## config.mk

```make
export PLATFORM = sky130hd
export DESIGN_NAME = spvm_ram
export DESIGN_NICKNAME = d
export VERILOG_FILES = /design/src/sv/spvm_ram.sv
export SDC_FILE = /design/constraint.sdc
export NUM_CORES = 1
export LEC_CHECK = 0
export ABC_CLOCK_PERIOD_IN_PS = 1600
export BUFFER_PORTS_ARGS = -buffer_cell sky130_fd_sc_hd__buf_4
export CAP_MARGIN = 5
export CORE_UTILIZATION = 54
export DETAILED_ROUTE_END_ITERATION = 12
export PLACE_DENSITY_LB_ADDON = 0.12
export SYNTH_ARGS = -nofsm -noshare
export SYNTH_HDL_FRONTEND = slang
export SYNTH_SLANG_ARGS = --single-unit
export TNS_END_PERCENT = 10
```

## constraint.sdc

```tcl
create_clock -name aclk -period 1.6 [get_ports aclk]
set_input_delay 0.08 -clock aclk [delete_from_list [all_inputs] [get_ports aclk]]
set_output_delay 0.08 -clock aclk [all_outputs]
set_load 0.05 [all_outputs]
```

## src/sv/spvm_ram.sv

```systemverilog
// Generic single-write, single-read RAM with a registered read port.
module spvm_ram #(
    parameter int WIDTH = 8,
    parameter int DEPTH = 16
) (
    input  logic                     aclk,
    input  logic                     we,
    input  logic [$clog2(DEPTH)-1:0] waddr,
    input  logic [WIDTH-1:0]         wdata,
    input  logic [$clog2(DEPTH)-1:0] raddr,
    output logic [WIDTH-1:0]         rdata
);

    logic [WIDTH-1:0] mem [DEPTH];

    // Write port and registered read port.
    always_ff @(posedge aclk) begin
        if (we) begin
            mem[waddr] <= wdata;
        end
        rdata <= mem[raddr];
    end

endmodule

```

==> metrics.txt <==
outcome=finished clean; crit path cell chain=mux4_1, a22oi_1, nand2_1; IO Count=26; post-DP HPWL=6360 µm; post-synthesis cell area=5150 µm²; layout filler cell count=584; Slew @ Worst Pin=0.432 ns; grt ovf=0; Max Slew Vio Count=0; Max Clock Freq=709 MHz; Max-slew headroom=0.711; asr flop ratio synth=0; clock transition at the registers of the reported paths=0.06 ns; Sw Share=0.206; gr usage total=0.230; data arrival time of the worst path=1.80 ns; Worst Setup Start Kind=flip-flop; RR Startpoint=mem[1][0]$_DFFE_PP_; Starting Density=0.557; antenna viol nets, final=0; crit-path leading delay family=multiplexers; top post-synthesis cells by count=128 x edfxtp_1, 18 x mux4_2, 16 x a22oi_1, 14 x mux4_1, 13 x nor2_1; number of setup violations in the final report=0; initial antenna violation count=0; WL per Instance=23.0 µm; Detailed Routing Iterations Pass 1=5; Crit path depth=3; DR vias/cell=5.75; Crit. Startpoint=mem[1][0]$_DFFE_PP_; H-tree depth=4; Final Total Pwr=8.47 mW; Switch Pwr=1.74 mW; main flop type after synthesis=edfxtp_1; Buffers on Ports=25; Syn Area/Cell=22.5 µm²; synth warn=0; # Max-Cap Violations=0; vias=2528; part of the Yosys area used for sequential elements=0.778; die width=99.6 µm; leakage power=2.20 nW; clk buf depth=2; slowest stage delay, CP=0.56 ns; Max rail drop VDD=0.000734 V; Clock Power Share=0.467; Post-Syn Instances=229; CTS tree=yes; CTS buffer count=17; Worst Skew=0.0117 ns; Crit-path slowest cell=mux4_1; area delta synth->final=23.0%; number of global-route vias before repair=2604; Die Y=99.6 µm; R2R Setup Slk=0.19 ns; largest net degree at the start of global routing=23; later-pin clock latency in the skew report=0.51 ns; crit-path max FO=1; min Tclk post-route=1.41 ns; layout cells sized above 1=0.328; FF-to-FF End=rdata[0]$_DFF_P_; top cells by area in the synthesized netlist=edfxtp_1 75%, mux4_2 7.9%, mux4_1 7.1%; Pint=6.73 mW; global-route wire length before repair=15400 µm; RSZ-0062 raised after global routing=false; sequential group share of total power=0.474; Antenna Cells=0; Critical Path RT=1.99 ns; Hold Path Class=input port to flip-flop; critical setup path kind=flip-flop to flip-flop; # clock sinks=136; end of the critical path=rdata[0]$_DFF_P_; post-CTS resize count=0; most frequent cell after synthesis=edfxtp_1; Yosys top cell area share=0.747; setup TNS=0 ns; Synth cell types=19; Crit. End Element=flip-flop; gp weighted congestion=0.766; WL final=10100 µm; final hold vios=0; CP bufs+invs=0; combinational power share=0.059; cell taking the most area after synthesis=edfxtp_1; # rows=35; Post-synth EDFFs=128; Net Count, Synth=247; Residual DRC=0; Power Density=1340 nW/µm²; core box area=9240 µm²; Die ar.=9930 µm²; period utilization=0.882; Yosys reg bits=136; post-layout net count=316; reg2reg path depth=3; DR iter-0 viols=162; root buffer cell=clkbuf_8
==> cells by family after synthesis <==
logic type | synth area share
compound gates | 0.0233
buf+inv | 0.0168
mux | 0.150
simple gates | 0.0318
flops | 0.778
==> worst min-delay path by stage <==
stage                     startpoint                  end  cells past startpoint
after floorplan             wdata[0]  mem[0][0]$_DFFE_PP_                      0
after global placement      wdata[3]  mem[5][3]$_DFFE_PP_                      1
after detailed placement    wdata[3]  mem[6][3]$_DFFE_PP_                      1
after CTS                   raddr[2]     rdata[5]$_DFF_P_                      4
after global routing        waddr[0]  mem[0][5]$_DFFE_PP_                      3
final                       raddr[2]     rdata[0]$_DFF_P_                      4
==> state kept, by name (all words and copies together), names as in the netlist <==
signal and count:
rdata 8, mem 128
==> layout by cell type, fill, tap and decap left out, types with 4 or more instances in the layout <==
cell,Yosys,layout
nor2_1,13,13
buf_4,1,50
bufinv_16,0,4
mux4_1,14,14
dfxtp_1,8,8
edfxtp_1,128,128
dlygate4sd3_1,0,8
nor3_1,4,4
mux4_2,18,18
a22oi_1,16,16
clkbuf_16,0,16
nand2_1,9,9
clkinv_4,0,4
==> metrics by stage <==
stage / setup WS (ns) / instance area (µm²) / std cells / hold slack, ns / utilization
2_1_floorplan: 0.0271 / 5150 / 229 / 0.179 / -
3_3_place_gp: 0.140 / 5640 / 400 / 0.386 / 0.610
3_5_place_dp: 0.129 / 5640 / 400 / 0.395 / 0.610
4_1_cts: 0.167 / 6330 / 440 / 0.0484 / 0.685
5_1_grt: 0.139 / 6330 / 440 / 0.0917 / 0.685
6_report: 0.189 / 6330 / 440 / 0.0798 / 0.685
==> worst min-delay path, cell delays in order <==
cell and delay, ns:
buf_4 0.09, nor2b_1 0.10, a22oi_1 0.19, nand2_1 0.06
==> cell type report <==
class	count	area, µm²	share of cell area
sequential	136	4000	0.632
multi-input combinational	83	1060	0.167
timing repair buffer	60	495	0.0782
clock buffer	17	414	0.0654
clock inverter	15	201	0.0318
tap	129	161	0.0255
==> routing by layer <==
metal  vias to the layer above  wire length (µm)  global-route usage
li1                       1113                 -                   -
met1                      1311              4140               0.321
met2                        94              5150               0.360
met3                        10               695              0.0520
met4                         0               156              0.0928
met5                         -                 0                   0
==> power groups by stage <==
stage                     combinational [mW]  clock, mW  sequential, mW
final                                  0.500       3.96            4.01
after global routing                   0.534       4.19            4.02
after CTS                              0.504       4.03            4.01
after detailed placement               0.486          0            4.09
after global placement                 0.477          0            4.08
after floorplan                        0.202          0            4.16
==> timing repair <==
action	4_1_cts	5_1_grt
buffers inserted	0	0
hold endpoints to repair	128	0
hold buffers	8	0
endpoints found under the setup margin	0	0
No activity file was read; power rests on OpenSTA's default activity.
